[config.mk]
export PLATFORM = sky130hd
export DESIGN_NAME = smpn_gain_div
export DESIGN_NICKNAME = d
export VERILOG_FILES = /design/src/design/smpn_pkg.sv /design/src/design/smpn_gain_div.sv
export SDC_FILE = /design/constraint.sdc
export NUM_CORES = 1
export LEC_CHECK = 0
export ABC_AREA = 1
export BUFFER_PORTS_ARGS = -buffer_cell sky130_fd_sc_hd__buf_2
export CORE_AREA = 4 4 121 123
export CTS_BUF_LIST = sky130_fd_sc_hd__clkbuf_2 sky130_fd_sc_hd__clkbuf_4 sky130_fd_sc_hd__clkbuf_8
export CTS_CLUSTER_DIAMETER = 40
export DETAILED_ROUTE_END_ITERATION = 16
export DIE_AREA = 0 0 125 127
export SYNTH_ARGS = -nofsm -noshare
export SYNTH_HDL_FRONTEND = slang
export SYNTH_SLANG_ARGS = --single-unit
[constraint.sdc]
create_clock -name clock -period 2.3 [get_ports clock]
set_input_delay 0.46 -clock clock [delete_from_list [all_inputs] [get_ports clock]]
set_output_delay 0.46 -clock clock [all_outputs]
set_load 0.01 [all_outputs]
[src/design/smpn_pkg.sv]
`timescale 1ns / 1ps
// ----------------------------------------------------------------------------
// smpn_pkg: shared types and constants of the stereo mix peak normaliser
// Beat formats, sequencer states, fixed-point widths and small helpers.
// ----------------------------------------------------------------------------
package smpn_pkg;

   localparam int SAMPLE_W   = 16;  // Q2.14 sample
   localparam int SUM_W      = 21;  // signed mix sum
   localparam int MAG_W      = 20;  // magnitude of a sum
   localparam int GAIN_W     = 17;  // Q1.16 gain
   localparam int PROD_W     = MAG_W + GAIN_W;
   localparam int DIVIDEND_W = 31;
   localparam int DIV_STEPS  = DIVIDEND_W;
   localparam int STEP_W     = 5;
   localparam int FRAMES_W   = 11;
   localparam int INDEX_W    = 10;
   localparam int WORD_W     = 2 * SUM_W;

   localparam logic [GAIN_W-1:0]     UNITY_GAIN   = 17'd65536;
   localparam logic [MAG_W-1:0]      UNITY_SAMPLE = 20'd16384;
   localparam logic [MAG_W-1:0]      SUM_LIMIT    = 20'd524288;
   localparam logic [DIVIDEND_W-1:0] GAIN_NUM     = 31'h4000_0000;
   localparam logic [PROD_W:0]       ROUND_HALF   = 38'd32768;

   typedef enum logic [1:0] {
      REQ_ACCUMULATE = 2'd0,
      REQ_FINISH     = 2'd1,
      REQ_READ       = 2'd2,
      REQ_NONE       = 2'd3
   } req_code_type;

   typedef enum logic {
      KIND_REPORT = 1'b0,
      KIND_FRAME  = 1'b1
   } rsp_kind_type;

   typedef enum logic [3:0] {
      ST_CLEAR,
      ST_IDLE,
      ST_ACC_RD,
      ST_ACC_WR,
      ST_RD_ISSUE,
      ST_MUL_L,
      ST_MUL_R,
      ST_MUL_FIN,
      ST_WALK,
      ST_DIV_START,
      ST_DIV_WAIT,
      ST_RESP
   } state_type;

   typedef struct packed {
      logic [1:0]                 req_type;
      logic [INDEX_W-1:0]         frame_index;
      logic signed [SAMPLE_W-1:0] left_in;
      logic signed [SAMPLE_W-1:0] right_in;
      logic [FRAMES_W-1:0]        mix_frames;
   } req_beat_type;

   typedef struct packed {
      logic                       result_kind;
      logic signed [SAMPLE_W-1:0] left_out;
      logic signed [SAMPLE_W-1:0] right_out;
      logic [MAG_W-1:0]           peak_level;
      logic [GAIN_W-1:0]          gain_out;
      logic [FRAMES_W-1:0]        frames_ready;
   } rsp_beat_type;

   // divider handshake towards the sequencer
   typedef struct packed {
      logic              done;
      logic              busy;
      logic [GAIN_W-1:0] quotient;
   } div_status_type;

   function automatic logic [MAG_W-1:0] sum_mag(input logic signed [SUM_W-1:0] v);
      logic [SUM_W-1:0] n;
      n = v[SUM_W-1] ? (~v + 1'b1) : v;
      return n[MAG_W-1:0];
   endfunction

   // saturating add of a sample into a sum, clamp to +/- SUM_LIMIT
   function automatic logic [SUM_W-1:0] sat_add(input logic signed [SUM_W-1:0] a,
                                                input logic signed [SAMPLE_W-1:0] b);
      logic signed [SUM_W:0] s;
      s = {a[SUM_W-1], a} + {{(SUM_W+1-SAMPLE_W){b[SAMPLE_W-1]}}, b};
      if (s > $signed({2'b00, SUM_LIMIT})) begin
         s = $signed({2'b00, SUM_LIMIT});
      end else if (s < -$signed({2'b00, SUM_LIMIT})) begin
         s = -$signed({2'b00, SUM_LIMIT});
      end
      return s[SUM_W-1:0];
   endfunction

endpackage

[src/design/smpn_gain_div.sv]
`timescale 1ns / 1ps
// ----------------------------------------------------------------------------
// smpn_gain_div: restoring divider for the normalisation gain
// Computes round(2^30 / peak), one quotient bit per cycle.
// ----------------------------------------------------------------------------
module smpn_gain_div (
   input  logic                         clock,
   input  logic                         reset,
   input  logic                         start,
   input  logic [smpn_pkg::MAG_W-1:0]   divisor,
   output smpn_pkg::div_status_type     status
);

   logic [smpn_pkg::DIVIDEND_W-1:0] quo_ff, quo_in;
   logic [smpn_pkg::MAG_W-1:0]      rem_ff, rem_in;
   logic [smpn_pkg::MAG_W-1:0]      dsr_ff, dsr_in;
   logic [smpn_pkg::STEP_W-1:0]     cnt_ff, cnt_in;
   logic                            busy_ff, busy_in;
   logic                            done_ff, done_in;

   logic [smpn_pkg::MAG_W:0] rem_sh;
   logic [smpn_pkg::MAG_W:0] rem_sub;
   logic                     take;

   assign rem_sh  = {rem_ff, quo_ff[smpn_pkg::DIVIDEND_W-1]};
   assign take    = rem_sh >= {1'b0, dsr_ff};
   assign rem_sub = rem_sh - {1'b0, dsr_ff};

   always_comb begin
      quo_in  = quo_ff;
      rem_in  = rem_ff;
      dsr_in  = dsr_ff;
      cnt_in  = cnt_ff;
      busy_in = busy_ff;
      done_in = 1'b0;
      if (start) begin
         // dividend carries the half-divisor for rounding
         quo_in  = smpn_pkg::GAIN_NUM
                   + smpn_pkg::DIVIDEND_W'(divisor >> 1);
         rem_in  = '0;
         dsr_in  = divisor;
         cnt_in  = '0;
         busy_in = 1'b1;
      end else if (busy_ff) begin
         quo_in = {quo_ff[smpn_pkg::DIVIDEND_W-2:0], take};
         rem_in = take ? rem_sub[smpn_pkg::MAG_W-1:0] : rem_sh[smpn_pkg::MAG_W-1:0];
         cnt_in = cnt_ff + 1'b1;
         if (cnt_ff == smpn_pkg::STEP_W'(smpn_pkg::DIV_STEPS - 1)) begin
            busy_in = 1'b0;
            done_in = 1'b1;
         end
      end
   end

   always_ff @(posedge clock) begin
      if (reset) begin
         busy_ff <= 1'b0;
         done_ff <= 1'b0;
      end else begin
         busy_ff <= busy_in;
         done_ff <= done_in;
      end
   end

   always_ff @(posedge clock) begin
      quo_ff <= quo_in;
      rem_ff <= rem_in;
      dsr_ff <= dsr_in;
      cnt_ff <= cnt_in;
   end

   assign status.done     = done_ff;
   assign status.busy     = busy_ff;
   assign status.quotient = quo_ff[smpn_pkg::GAIN_W-1:0];

endmodule
Word-level counts from Yosys, hierarchy flattened:

Cells that the tools add are included.

* register bits: 78
* logic and storage cells: 21
* bits of input ports: 23
* output and inout bits: 19

* muxes and demuxes: 7
* $add $sub $neg: 3
* equal/unequal tests: 1
* magnitude comparators: 1
* bitwise gates (word level): 1
* reductions and logical operators: 2

Operator list (number)
* $mux W31: 2
* $add A31 B19 Y31 const A: 1
* $ge A21 B20 Y1: 1
* $mux W20: 1
* $sub A20 B20 Y20: 1
* $add A5 B1 Y5 const B: 1
* $eq A5 B5 Y1 const B: 1
* $mux W1: 4
* $reduce_or A3 Y1: 1
* $reduce_bool A2 Y1: 1
* $not A1 Y1: 1

Logic depth before layout (Yosys ltp):

Gate-level depths: netlist of the first run.

* depth in word-level cells: 4
* gate-level depth with buffers: 15
* gate-level depth less buffers: 14

Least setup slack after synthesis of the first run:

OpenSTA, ideal clock, no wires.

* path type: input port to flip-flop
* start: input port start
* end: register quo_ff[0] (netlist name) (enable)
* required time: 1.910 ns
* library setup time: 0.390 ns
* stages on the path: 3
* arrival: 1.465 ns
* slack: 0.444 ns
* path buffers: 1
* cell sequence: clkbuf_1 nor2_1 inv_1

* cells in the longest elaborated chain, start to end: 1

Ends and longest elaborated chain
* start, declared: RTL line smpn_gain_div.sv:9 `input logic start,`
* $reduce_bool A2 Y1 (no line)
* end signal, assigned: RTL line smpn_gain_div.sv:66 `quo_ff <= quo_in;`
* end, declared: RTL line smpn_gain_div.sv:14 `logic [smpn_pkg::DIVIDEND_W-1:0] quo_ff, quo_in;`

No other way between the ends.
A chain may end at the register's enable or synchronous reset.

Worst setup path after layout of the first run:

* start: register dsr_ff[12] (netlist name)
* end: register rem_ff[17] (netlist name)

* cells in the longest elaborated chain, start to end: 2
* elaborated cells on any way between the ends: 3
* those cells by class: add/sub (1); order compare (1); mux (1)

Ends and longest elaborated chain
* start, declared: RTL line smpn_gain_div.sv:16 `logic [smpn_pkg::MAG_W-1:0] dsr_ff, dsr_in;`
* start signal, assigned: RTL line smpn_gain_div.sv:68 `dsr_ff <= dsr_in;`
* $sub A20 B20 Y20 / $ge A21 B20 Y1 (equally long branches): RTL line smpn_gain_div.sv:27, smpn_gain_div.sv:26
* $mux W20 *: RTL line smpn_gain_div.sv:46 `rem_in = take ? rem_sub[smpn_pkg::MAG_W-1:0] : rem_sh[smpn_pkg::MAG_W-1:0];`
* end signal, assigned: RTL line smpn_gain_div.sv:67 `rem_ff <= rem_in;`
* end, declared: RTL line smpn_gain_div.sv:15 `logic [smpn_pkg::MAG_W-1:0] rem_ff, rem_in;`

Mark *: on every way between the ends. The rest lies on a longest branch, timed or not.

==> results.md, run 1 <==
* Run status: finished, final reports clean
* Global-route wire length before repair at around 18 mm
* Average via count per standard cell at roughly 4.6
* Clock Skew at 0.008711 ns
* Count of state elements after synthesis at 78
* Post-Syn Instances at 611
* Drt total wl at 10.88 mm
* Critical hold path startpoint: reset
* Hold_buf cts at 0
* Cell area after technology mapping at 0.004785 mm²
* CP cell instances: inv_1 -> ha_1 -> nand2_1 -> inv_2 -> nand2_2 -> nor3_4 -> nand2_2 -> nand2_2 -> nand2_8 -> nand2_4 -> nand3_2 -> nand2_1 -> nand2_1
* Leading cell types in the layout, fill and taps excluded: sky130_fd_sc_hd__nand2_1, sky130_fd_sc_hd__inv_1, sky130_fd_sc_hd__edfxtp_1
* Type of destination of the critical path: flop
* Post-synth net total at 657
* Fraction of final layout cells with drive strength greater than 1 at 0.1571
* Global route total overflow at 0
* Synth top area cells: sky130_fd_sc_hd__edfxtp_1, sky130_fd_sc_hd__nand2_1, sky130_fd_sc_hd__dfxtp_1, sky130_fd_sc_hd__inv_1, sky130_fd_sc_hd__ha_1
* Vias at 3,822
* Synthesis warning total at 0
* Relative slew margins at 0.7301
* Post-synthesis average cell area at 7.831 µm²
* Clock slew at reported path FFs at about 0.08 ns
* Number of rows created at floorplan at 43
* Path class of the lowest-slack min-delay path: in -> reg
* Largest delay share family, worst path: simple AND/OR/NAND/NOR gates
* Sink count of the clock tree at 78
* FF+latch area at ~0.0021 mm²
* Startpoint type of the worst setup path: flop
* Maximum net fanout on the critical path at 13
* Number of inserted diodes at 0
* Instance area at placement at between 0.005 and 0.006 mm²
* Sequential area share after synthesis at 0.4331
* Initial standard-cell utilization of the core at 0.3501
* Most frequent standard cell in the layout excluding fill and tap cells: sky130_fd_sc_hd__nand2_1
* Leakage power at 2.664 nW
* Max-slew violation count at 0
* Starting DRT DRC Count at 260
* Endpoint of the most critical setup path: rem_ff[17]
* Synthesis-to-layout area growth at 10.51%
* Upper clock frequency limit at roughly 470 MHz
* Total number of cells along the worst setup path at 13
* Post-route cell area at about 0.0053 mm²
* Reg-to-reg slack, setup at 0.19 ns
* GRT Util Overall at 0.1377
* Top cell type by total area after synthesis: sky130_fd_sc_hd__edfxtp_1
* Delay of the slowest cell on the worst path at 0.40 ns
* Min Clock Period, post-route at approximately 2.1 ns
* HPWL Detailed at a little under 8 mm
* Via count of the first global-routing pass at 3,860
* Number of nets at the end of the flow at 684
* Area of the multi-input gates at 0.002097 mm²
* Insertion delay to the later sink of the worst-skew pair at 0.35 ns
* Antenna-violating nets left at 0
* Beginning of the worst register-to-register path: dsr_ff[12]
* Unrepaired setup endpoints after global routing: false
* Top Ports at 42
* Number of setup violations in the final report at 0
* Post-CTS repair timing setup buffer count at 0
* Initial antenna violation count at 0
* Die footprint at 0.01588 mm²
* Netlist cell types at 35
* Worst vdd rail ir drop at 0.5911 mV
* WP data arrival at 2.35 ns
* Gpl congestion at 0.9413
* Buffering stage count on the worst path with inverters included at 2
* Buffer type at the clock tree root: sky130_fd_sc_hd__clkbuf_8
* Number of fill cells in the layout at 1,451
* Wire length per cell at 13.22 µm
* Top cell type's share of synthesized area at 0.3201
* Num CTS Buffers at 9
* Max-cap check violation count at 0
* Chip Width at about 130 µm
* CORE AREA at 0.01367 mm²
* DR DRC count at 0
* Worst-case clock buffer depth at 2
* Critical path launch point: dsr_ff[12]
* Number of cells on the worst reg-to-reg path at 13
* Power Dens Cells at 596.3 mW/mm²
* IO buf count at 41
* CP required at 2.54 ns
* End of the worst register-to-register path: rem_ff[17]
* Number of iterations in the first detailed-routing pass at 6
* Period utilization at 0.9171
* Category of the most critical setup path: reg -> reg
* Number of hold violations in the final report at 0
* Total power after layout at 3.153 mW
* Chip height at roughly 130 µm
* Setup_tns at 0 ns
* Critical-path cell with the highest stage delay: sky130_fd_sc_hd__ha_1
* TritonCTS clock tree: done
* Pin count of the biggest net entering global routing at 39
* Slew @ Worst Pin at 0.4048 ns
* H-Tree Level Count at 3
Yosys cell counts (all sizes together):
| master | instances |
|---|---|
| xnor2 | 6 |
| clkbuf | 7 |
| xor2 | 3 |
| a31oi | 2 |
| fa | 1 |
| edfxtp | 51 |
| dlygate4sd1 | 1 |
| nand3b | 10 |
| buf | 25 |
| nor2 | 40 |
| or2 | 1 |
| clkinv | 1 |
| a21oi | 18 |
| nor3 | 8 |
| o21ai | 14 |
| ha | 22 |
| nand4 | 3 |
| dfxtp | 27 |
| o21a | 1 |
| inv | 106 |
| nand2 | 205 |
| nand3 | 59 |
worst min-delay path by stage:
stage	to	slack [ns]	cells after the start
after detailed placement	cnt_ff[4]	0.45	1
after global placement	cnt_ff[4]	0.45	1
after floorplan	cnt_ff[4]	0.42	1
final	busy_ff	0.27	2
after global routing	busy_ff	0.25	2
after CTS	busy_ff	0.24	2
state kept, by name, summed over array words and instances (netlist names):
register  flops
busy_ff       1
cnt_ff        5
done_ff       1
dsr_ff       20
quo_ff       31
rem_ff       20
timing repair:
item | in CTS | in global routing
resized for setup | 0 | 2
endpoints found under the setup margin | 0 | 19
endpoints found under the hold margin | 0 | 0
routing by layer:
layer  global-route usage  part of all wire
met1               0.1741              0.46
met2               0.2411              0.49
met3              0.02676             0.040
met4              0.03890             0.011
met5                    0                 0
per-stage QoR:
stage / setup WS (ns) / instances / utilization / hold WS, ns
after floorplan: 0.4444 / 611 / - / 0.4218
after global placement: 0.1735 / 805 / 0.3686 / 0.4472
after detailed placement: 0.1332 / 805 / 0.3686 / 0.4454
after CTS: 0.1085 / 821 / 0.3845 / 0.2420
after global routing: 0.01838 / 823 / 0.3869 / 0.2479
final: 0.1906 / 823 / 0.3869 / 0.2739
cells by family (layout without fill, tap and decap cells):
family | Yosys count | count (layout) | share of synthesized area
buffers and inverters | 140 | 170 | 0.1357
XOR/XNOR | 9 | 9 | 0.01648
AO/OA/AOI/OAI | 35 | 35 | 0.03844
flip-flops | 78 | 78 | 0.4331
adder cells (fa/ha/maj) | 23 | 23 | 0.06171
AND/OR/NAND/NOR | 326 | 328 | 0.3146
worst reg2reg max path: stages, from the launching register on:
cell	delay, ns
sky130_fd_sc_hd__edfxtp_1	0.32
sky130_fd_sc_hd__inv_1	0.04
sky130_fd_sc_hd__ha_1	0.40
sky130_fd_sc_hd__nand2_1	0.10
sky130_fd_sc_hd__inv_2	0.08
sky130_fd_sc_hd__nand2_2	0.08
sky130_fd_sc_hd__nor3_4	0.12
sky130_fd_sc_hd__nand2_2	0.09
sky130_fd_sc_hd__nand2_2	0.18
sky130_fd_sc_hd__nand2_8	0.15
sky130_fd_sc_hd__nand2_4	0.22
sky130_fd_sc_hd__nand3_2	0.10
sky130_fd_sc_hd__nand2_1	0.07
sky130_fd_sc_hd__nand2_1	0.05
cell type report:
| cell class | count | share of cell area |
|---|---|---|
| Multi-Input combinational cell | 395 | 0.3966 |
| Sequential cell | 78 | 0.3919 |
| Inverter | 107 | 0.07596 |
| Timing Repair Buffer | 47 | 0.05206 |
| Tap cell | 180 | 0.04259 |
| Clock buffer | 10 | 0.02485 |
| Clock inverter | 6 | 0.01609 |
power by group:
group | switching (mW) | internal (mW)
Clock | 0.507 | 0.622
Sequential | 0.0365 | 1.59
Combinational | 0.257 | 0.135
Total | 0.801 | 2.35
Power figures use the tool's default switching activity.
==> run 2, diff against run 1 <==
--- a/config.mk
+++ b/config.mk
@@ -6,12 +6,12 @@
 export NUM_CORES = 1
 export LEC_CHECK = 0
 export ABC_AREA = 1
-export BUFFER_PORTS_ARGS = -buffer_cell sky130_fd_sc_hd__buf_2
 export CORE_AREA = 4 4 121 123
 export CTS_BUF_LIST = sky130_fd_sc_hd__clkbuf_2 sky130_fd_sc_hd__clkbuf_4 sky130_fd_sc_hd__clkbuf_8
 export CTS_CLUSTER_DIAMETER = 40
 export DETAILED_ROUTE_END_ITERATION = 16
 export DIE_AREA = 0 0 125 127
+export DONT_BUFFER_PORTS = 1
 export SYNTH_ARGS = -nofsm -noshare
 export SYNTH_HDL_FRONTEND = slang
 export SYNTH_SLANG_ARGS = --single-unit
==> run 2 against run 1 <==
  * Via count is 4.9% lower
  * Critical path depth is 1 higher
  * Routed wire length is 2.8% lower
  * Clock-buffer cell count is 1 lower
  * Non-clock buffer count is 40 lower
  * Global-route usage is 0.087 points lower
  * Clock power is 8% lower
  * Clock skew is 0.0036 ns higher
  * Register-to-register slack worse by 0.02 ns
  * Maximum frequency is 0.87% lower
  * Combinational power is 22% lower
  * Sequential cell count stayed put
  * Largest cell class unchanged
==> results.md, run 2 (same netlist as run 1, synthesis figures left out) <==
* Run status: finished, final reports clean
* Combinational cell fraction of total power at 0.102 (-0.023)
* Most frequent standard cell in the layout excluding fill and tap cells: sky130_fd_sc_hd__nand2_1
* Pin count of the biggest net entering global routing at 55 (+41%)
* Reg-to-reg slack, setup at 0.17 ns (-0.02 ns)
* Min Clock Period, post-route at 2.128 ns (+0.01853 ns)
* Max-slew violation count at 0 (unchanged)
* Startpoint type of the worst setup path: flop
* HPWL Detailed at 7.884 mm (-0.35%)
* Wire length per cell at 13.53 µm (+2.3%)
* Die footprint at 0.01588 mm² (unchanged)
* Drt total wl at 10.58 mm (-2.8%)
* Gpl congestion at 0.8949 (-4.9%)
* CORE AREA at 0.01367 mm² (unchanged)
* Global route total overflow at 0 (unchanged)
* Insertion delay to the later sink of the worst-skew pair at 0.36 ns (about the same)
* Slew @ Worst Pin at 0.4890 ns (+0.08414 ns)
* H-Tree Level Count at 3 (unchanged)
* CP cell instances: inv_1 -> ha_1 -> nand2_2 -> nor2_4 -> nand2_1 -> nor2_1 -> nand2_1 -> nand2_2 -> nor2_4 -> buf_12 -> nand2_4 -> nand3_2 -> nand3_1 -> nand2_1
* Number of setup violations in the final report at 0 (unchanged)
* Part of the total power dissipated in the clock network at 0.346 (-0.012)
* Chip height at 127 µm (unchanged)
* Buffer type at the clock tree root: sky130_fd_sc_hd__clkbuf_8
* GRT Util Overall at 0.1368 (-0.0008738)
* Sw power at 0.8017 mW (about the same)
* Clock Skew at 0.01233 ns (+0.003617 ns)
* Chip Width at 125 µm (unchanged)
* Fraction of final layout cells with drive strength greater than 1 at 0.1030 (-0.05409)
* Critical-path cell with the highest stage delay: sky130_fd_sc_hd__ha_1
* Critical path launch point: dsr_ff[6]
* Proportion of total power due to net switching at 0.2672 (+0.01307)
* Final Core Density at 0.3704 (-0.01657)
* Instance area at placement at 0.004812 mm² (-4.5%)
* Relative slew margins at 0.6740 (-0.05609)
* Path class of the lowest-slack min-delay path: in -> reg
* Most Frequent Cell on Critical Path: sky130_fd_sc_hd__nand2_1
* Worst vdd rail ir drop at 0.4562 mV (-23%)
* Number of fill cells in the layout at 1,439 (-0.83%)
* Maximum net fanout on the critical path at 9 (-4)
* Max-cap check violation count at 0 (unchanged)
* Category of the most critical setup path: reg -> reg
* Synthesis-to-layout area growth at 5.779%
* IO buf count at 0 (-100%)
* Initial standard-cell utilization of the core at 0.3501 (unchanged)
* Number of rows created at floorplan at 43 (unchanged)
* Power Dens Cells at 592.8 mW/mm² (-0.60%)
* Via count of the first global-routing pass at 3,653 (-5.4%)
* Sink count of the clock tree at 78 (unchanged)
* Initial antenna violation count at 0 (unchanged)
* Type of destination of the critical path: flop
* Most flop-heavy register: quo_ff
* Worst-case clock buffer depth at 2 (unchanged)
* Upper clock frequency limit at 469.9 MHz (-0.87%)
* Internal power component at 2.198 mW (-6.5%)
* Starting DRT DRC Count at 275 (+5.8%)
* DR DRC count at 0 (unchanged)
* Largest register FFs at 31 (unchanged)
* Regs by FF count: quo_ff (31), dsr_ff (20), rem_ff (20)
* Number of hold violations in the final report at 0 (unchanged)
* TritonCTS clock tree: done
* Global-route wire length before repair at 17.81 mm (-0.96%)
* Number of nets at the end of the flow at 643 (-6.0%)
* Seq pwr share at 0.552 (+0.035)
* Hold_buf cts at 0 (unchanged)
* Post-route cell area at 0.005061 mm² (-4.3%)
* Critical hold path startpoint: reset
* Beginning of the worst register-to-register path: dsr_ff[6]
* Num CTS Buffers at 9 (unchanged)
* Antenna-violating nets left at 0 (unchanged)
* Clock slew at reported path FFs at 0.09 ns (about the same)
* CP required at 2.55 ns (about the same)
* Delay of the slowest cell on the worst path at 0.38 ns (-0.02 ns)
* Average via count per standard cell at 4.646 (about the same)
* Top Ports at 42 (unchanged)
* Number of iterations in the first detailed-routing pass at 6 (unchanged)
* Leakage power at 2.473 nW (-7.1%)
* Period utilization at 0.9252 (+0.008057)
* Number of inserted diodes at 0 (unchanged)
* Vias at 3,633 (-4.9%)
* WP data arrival at 2.38 ns (+0.03 ns)
* Leading cell types in the layout, fill and taps excluded: sky130_fd_sc_hd__nand2_1, sky130_fd_sc_hd__inv_1, sky130_fd_sc_hd__edfxtp_1
run 2: cell types whose count changed in the layout (fill, tap and decap cells not counted), sizes merged:
cell      before  now
bufinv         2    1
clkbuf        10    9
clkinvlp       1    2
nand2        207  206
buf           47    7
clkinv         3    4
run 2: through the flow:
stage                     setup WS [ns]  instances  total power [mW]   TNS, ns  hold WS, ns
final                            0.1721        782             3.000         0       0.1502
after global routing          -0.009688        782             3.147  -0.01793       0.1362
after CTS                        0.1020        779             3.031         0       0.1368
after detailed placement         0.1203        763             1.994         0       0.4647
after global placement           0.1023        763             1.993         0       0.4465
after floorplan                  0.4444        611             1.953         0       0.4218
run 2: repair_timing:
| action | 4_1_cts | 5_1_grt |
|---|---|---|
| buffers inserted | 0 | 2 |
| resized for setup | 0 | 3 |
| hold endpoints to repair | 0 | 0 |
| endpoints found under the setup margin | 0 | 19 |
run 2: worst max-delay path: cells and delay by family, from the launching register on:
family	cells	cell delay [ns]
buffers and inverters	2	0.20
and+or+nand+nor	11	1.11
adders and majority gates	1	0.38
DFF	1	0.35
run 2: routing by layer:
layer / share of wire / track usage / vias up
met1: 0.46 / 0.1754 / 1657
met4: 0.021 / 0.04783 / 0
met3: 0.047 / 0.02759 / 19
li1: - / - / 1876
met2: 0.47 / 0.2313 / 81
met5: 0 / 0 / -
run 2: worst paths after layout:
kind | endpoint | cells past startpoint
max | rem_ff[12] | 14
min | busy_ff | 1
max reg2reg | rem_ff[12] | 14
min reg2reg | cnt_ff[4] | 1
run 2: layout make-up:
cell class / instances / area, µm² / area share
multi-input cells: 394 / 2088 / 0.4126
repair buffers: 7 / 77.57 / 0.01533
flip-flops and latches: 78 / 2072 / 0.4094
clock inverters: 7 / 72.57 / 0.01434
clock buffers: 9 / 123.9 / 0.02447
inverters: 107 / 401.6 / 0.07936
well taps: 180 / 225.2 / 0.04450
run 2: power groups by stage:
| stage | Clock (mW) | Combinational [mW] | Sequential (mW) |
|---|---|---|---|
| floorplan | 0 | 0.299 | 1.65 |
| global placement | 0 | 0.306 | 1.69 |
| detailed placement | 0 | 0.306 | 1.69 |
| CTS | 1.07 | 0.307 | 1.66 |
| global route | 1.13 | 0.354 | 1.67 |
| finish | 1.04 | 0.307 | 1.66 |
==> run 3, diff against run 2 <==
--- a/config.mk
+++ b/config.mk
@@ -6,12 +6,14 @@
 export NUM_CORES = 1
 export LEC_CHECK = 0
 export ABC_AREA = 1
-export CORE_AREA = 4 4 121 123
+export CORE_AREA = 4 4 115 117
 export CTS_BUF_LIST = sky130_fd_sc_hd__clkbuf_2 sky130_fd_sc_hd__clkbuf_4 sky130_fd_sc_hd__clkbuf_8
 export CTS_CLUSTER_DIAMETER = 40
 export DETAILED_ROUTE_END_ITERATION = 16
-export DIE_AREA = 0 0 125 127
+export DIE_AREA = 0 0 119 121
 export DONT_BUFFER_PORTS = 1
+export PLACE_DENSITY = 0.59
+export REMOVE_ABC_BUFFERS = 1
 export SYNTH_ARGS = -nofsm -noshare
 export SYNTH_HDL_FRONTEND = slang
 export SYNTH_SLANG_ARGS = --single-unit
==> run 3 against run 2 <==
  * Sequential cell count unchanged
  * Clock skew up 0.00072 ns
  * Clock-buffer cell count is 4 higher
  * Register-to-register slack gained 0.05 ns
  * Critical path depth decreased by 1
  * Clock power increased by 14%
==> results.md, run 3 (same netlist as run 1, synthesis figures left out) <==
* Run status: finished, final reports clean
* Synthesis-to-layout area growth at 6.433%
* Initial antenna violation count at 0 (unchanged)
* Die footprint at 0.01440 mm² (-9.3%)
* Chip Width at 119 µm (-4.8%)
* Drt total wl at 10.25 mm (-3.1%)
* Post-CTS repair timing setup buffer count at 0 (unchanged)
* Number of setup violations in the final report at 0 (unchanged)
* Pin count of the biggest net entering global routing at 55 (unchanged)
* Number of cells on the worst reg-to-reg path at 13 (-1)
* Clock Skew at 0.01305 ns (+0.0007227 ns)
* Starting DRT DRC Count at 184 (-33%)
* Startpoint type of the worst setup path: flop
* Largest register FFs at 31 (unchanged)
* Maximum net fanout on the critical path at 13 (+4)
* Upper clock frequency limit at 481.9 MHz (+2.5%)
* Worst-case clock buffer depth at 2 (unchanged)
* Top Ports at 42 (unchanged)
* Path class of the lowest-slack min-delay path: in -> reg
* Gpl congestion at 0.9470 (+5.8%)
* Number of nets at the end of the flow at 643 (unchanged)
* Initial standard-cell utilization of the core at 0.3870 (+0.03689)
* Buffering stage count on the worst path with inverters included at 3 (+1)
* HPWL Detailed at 7.401 mm (-6.1%)
* Antenna-violating nets left at 0 (unchanged)
* Unrepaired setup endpoints after global routing: false
* Num CTS Buffers at 9 (unchanged)
* DR DRC count at 0 (unchanged)
* Number of rows created at floorplan at 41 (-4.7%)
* Leakage power at 2.514 nW (+1.6%)
* Min Clock Period, post-route at 2.075 ns (-0.05261 ns)
* Chip height at 121 µm (-4.7%)
* CP cell instances: inv_1 -> ha_1 -> nand2_2 -> inv_1 -> nand2_1 -> nand2_1 -> a21oi_2 -> nand2_2 -> nand2_4 -> buf_12 -> nand3_1 -> nand3_1 -> o21ai_0
* Power Dens Cells at 617.6 mW/mm² (+4.2%)
* Global route total overflow at 0 (unchanged)
* Global-route wire length before repair at 17.18 mm (-3.5%)
* Quantity of gates resized following cts at 0 (unchanged)
* TritonCTS clock tree: done
* Clock slew at reported path FFs at 0.08 ns (about the same)
* Critical-path cell with the highest stage delay: sky130_fd_sc_hd__edfxtp_1
* Via count of the first global-routing pass at 3,540 (-3.1%)
* Average via count per standard cell at 4.611 (-0.75%)
* Reg-to-reg slack, setup at 0.22 ns (+0.05 ns)
* CORE AREA at 0.01236 mm² (-9.5%)
* Period utilization at 0.9023 (-0.02287)
* Number of inserted diodes at 0 (unchanged)
* Beginning of the worst register-to-register path: dsr_ff[7]
* Buffer type at the clock tree root: sky130_fd_sc_hd__clkbuf_8
* Largest delay share family, worst path: simple AND/OR/NAND/NOR gates
* Fraction of final layout cells with drive strength greater than 1 at 0.1030 (unchanged)
* Slew @ Worst Pin at 0.4404 ns (-0.04854 ns)
* Instance area at placement at 0.004842 mm² (+0.62%)
* Category of the most critical setup path: reg -> reg
* Regs by FF count: quo_ff (31), dsr_ff (20), rem_ff (20)
* Post-route cell area at 0.005092 mm² (+0.62%)
* Critical path launch point: dsr_ff[7]
* H-Tree Level Count at 3 (unchanged)
* Max-slew violation count at 0 (unchanged)
* Sink count of the clock tree at 78 (unchanged)
* IO buf count at 0 (unchanged)
* Leading cell types in the layout, fill and taps excluded: sky130_fd_sc_hd__nand2_1, sky130_fd_sc_hd__inv_1, sky130_fd_sc_hd__edfxtp_1
* Most flop-heavy register: quo_ff
* Endpoint of the most critical setup path: rem_ff[4]
* Vias at 3,569 (-1.8%)
* End of the worst register-to-register path: rem_ff[4]
* Type of destination of the critical path: flop
* Worst vdd rail ir drop at 0.2983 mV (-35%)
* Total number of cells along the worst setup path at 13 (-1)
* Relative slew margins at 0.7060 (+0.03203)
* Delay of the slowest cell on the worst path at 0.36 ns (-0.02 ns)
* Hold_buf cts at 0 (unchanged)
* Number of hold violations in the final report at 0 (unchanged)
* Most frequent standard cell in the layout excluding fill and tap cells: sky130_fd_sc_hd__nand2_1
* WP data arrival at 2.31 ns (-0.07 ns)
* Insertion delay to the later sink of the worst-skew pair at 0.35 ns (about the same)
* Setup_tns at 0 ns (unchanged)
* Wire length per cell at 13.24 µm (-2.1%)
* CP required at 2.54 ns (about the same)
* GRT Util Overall at 0.1484 (+0.01154)
* Max-cap check violation count at 0 (unchanged)
* Number of iterations in the first detailed-routing pass at 4 (-2)
-- run 3: cell type report --
cell class,count,area [µm²]
well taps,172,215.2
clock buffers,13,166.4
repair buffers,7,90.09
fillers,1264,7271
flip-flops and latches,78,2072
multi-input cells,394,2079
inverters,107,401.6
clock inverters,3,67.56
-- run 3: metrics by stage --
stage               worst slack (ns)  hold WS, ns    util  cells  power (mW)
floorplan                     0.3558       0.4251       -    578       1.902
global placement              0.2166       0.4379  0.3917    757       1.989
detailed placement            0.1989       0.4624  0.3917    757       1.992
CTS                           0.1875       0.1434  0.4106    773       3.196
global route                 0.02044       0.1359  0.4119    774       3.308
finish                        0.2247       0.1630  0.4119    774       3.145
-- run 3: where the power goes --
part,total [mW],internal (mW),switching [mW]
Sequential,1.66,1.60,0.0582
Combinational,0.302,0.101,0.200
Clock,1.19,0.696,0.493
-- run 3: how the worst min path moves through the flow --
| stage | start | end | slack, ns | cells past startpoint |
|---|---|---|---|---|
| after floorplan | cnt_ff[4] | cnt_ff[4] | 0.43 | 1 |
| after global placement | cnt_ff[4] | cnt_ff[4] | 0.44 | 1 |
| after detailed placement | rem_ff[12] | rem_ff[12] | 0.46 | 2 |
| after CTS | reset | busy_ff | 0.14 | 1 |
| after global routing | reset | busy_ff | 0.14 | 1 |
| final | reset | busy_ff | 0.16 | 1 |
-- run 3: layer usage --
metal / vias to the layer above / track usage / routed length (µm)
met5: - / 0 / 0
met4: 0 / 0.05503 / 160
met3: 9 / 0.02890 / 342
met2: 51 / 0.2462 / 4894
met1: 1639 / 0.1922 / 4849
li1: 1870 / - / -
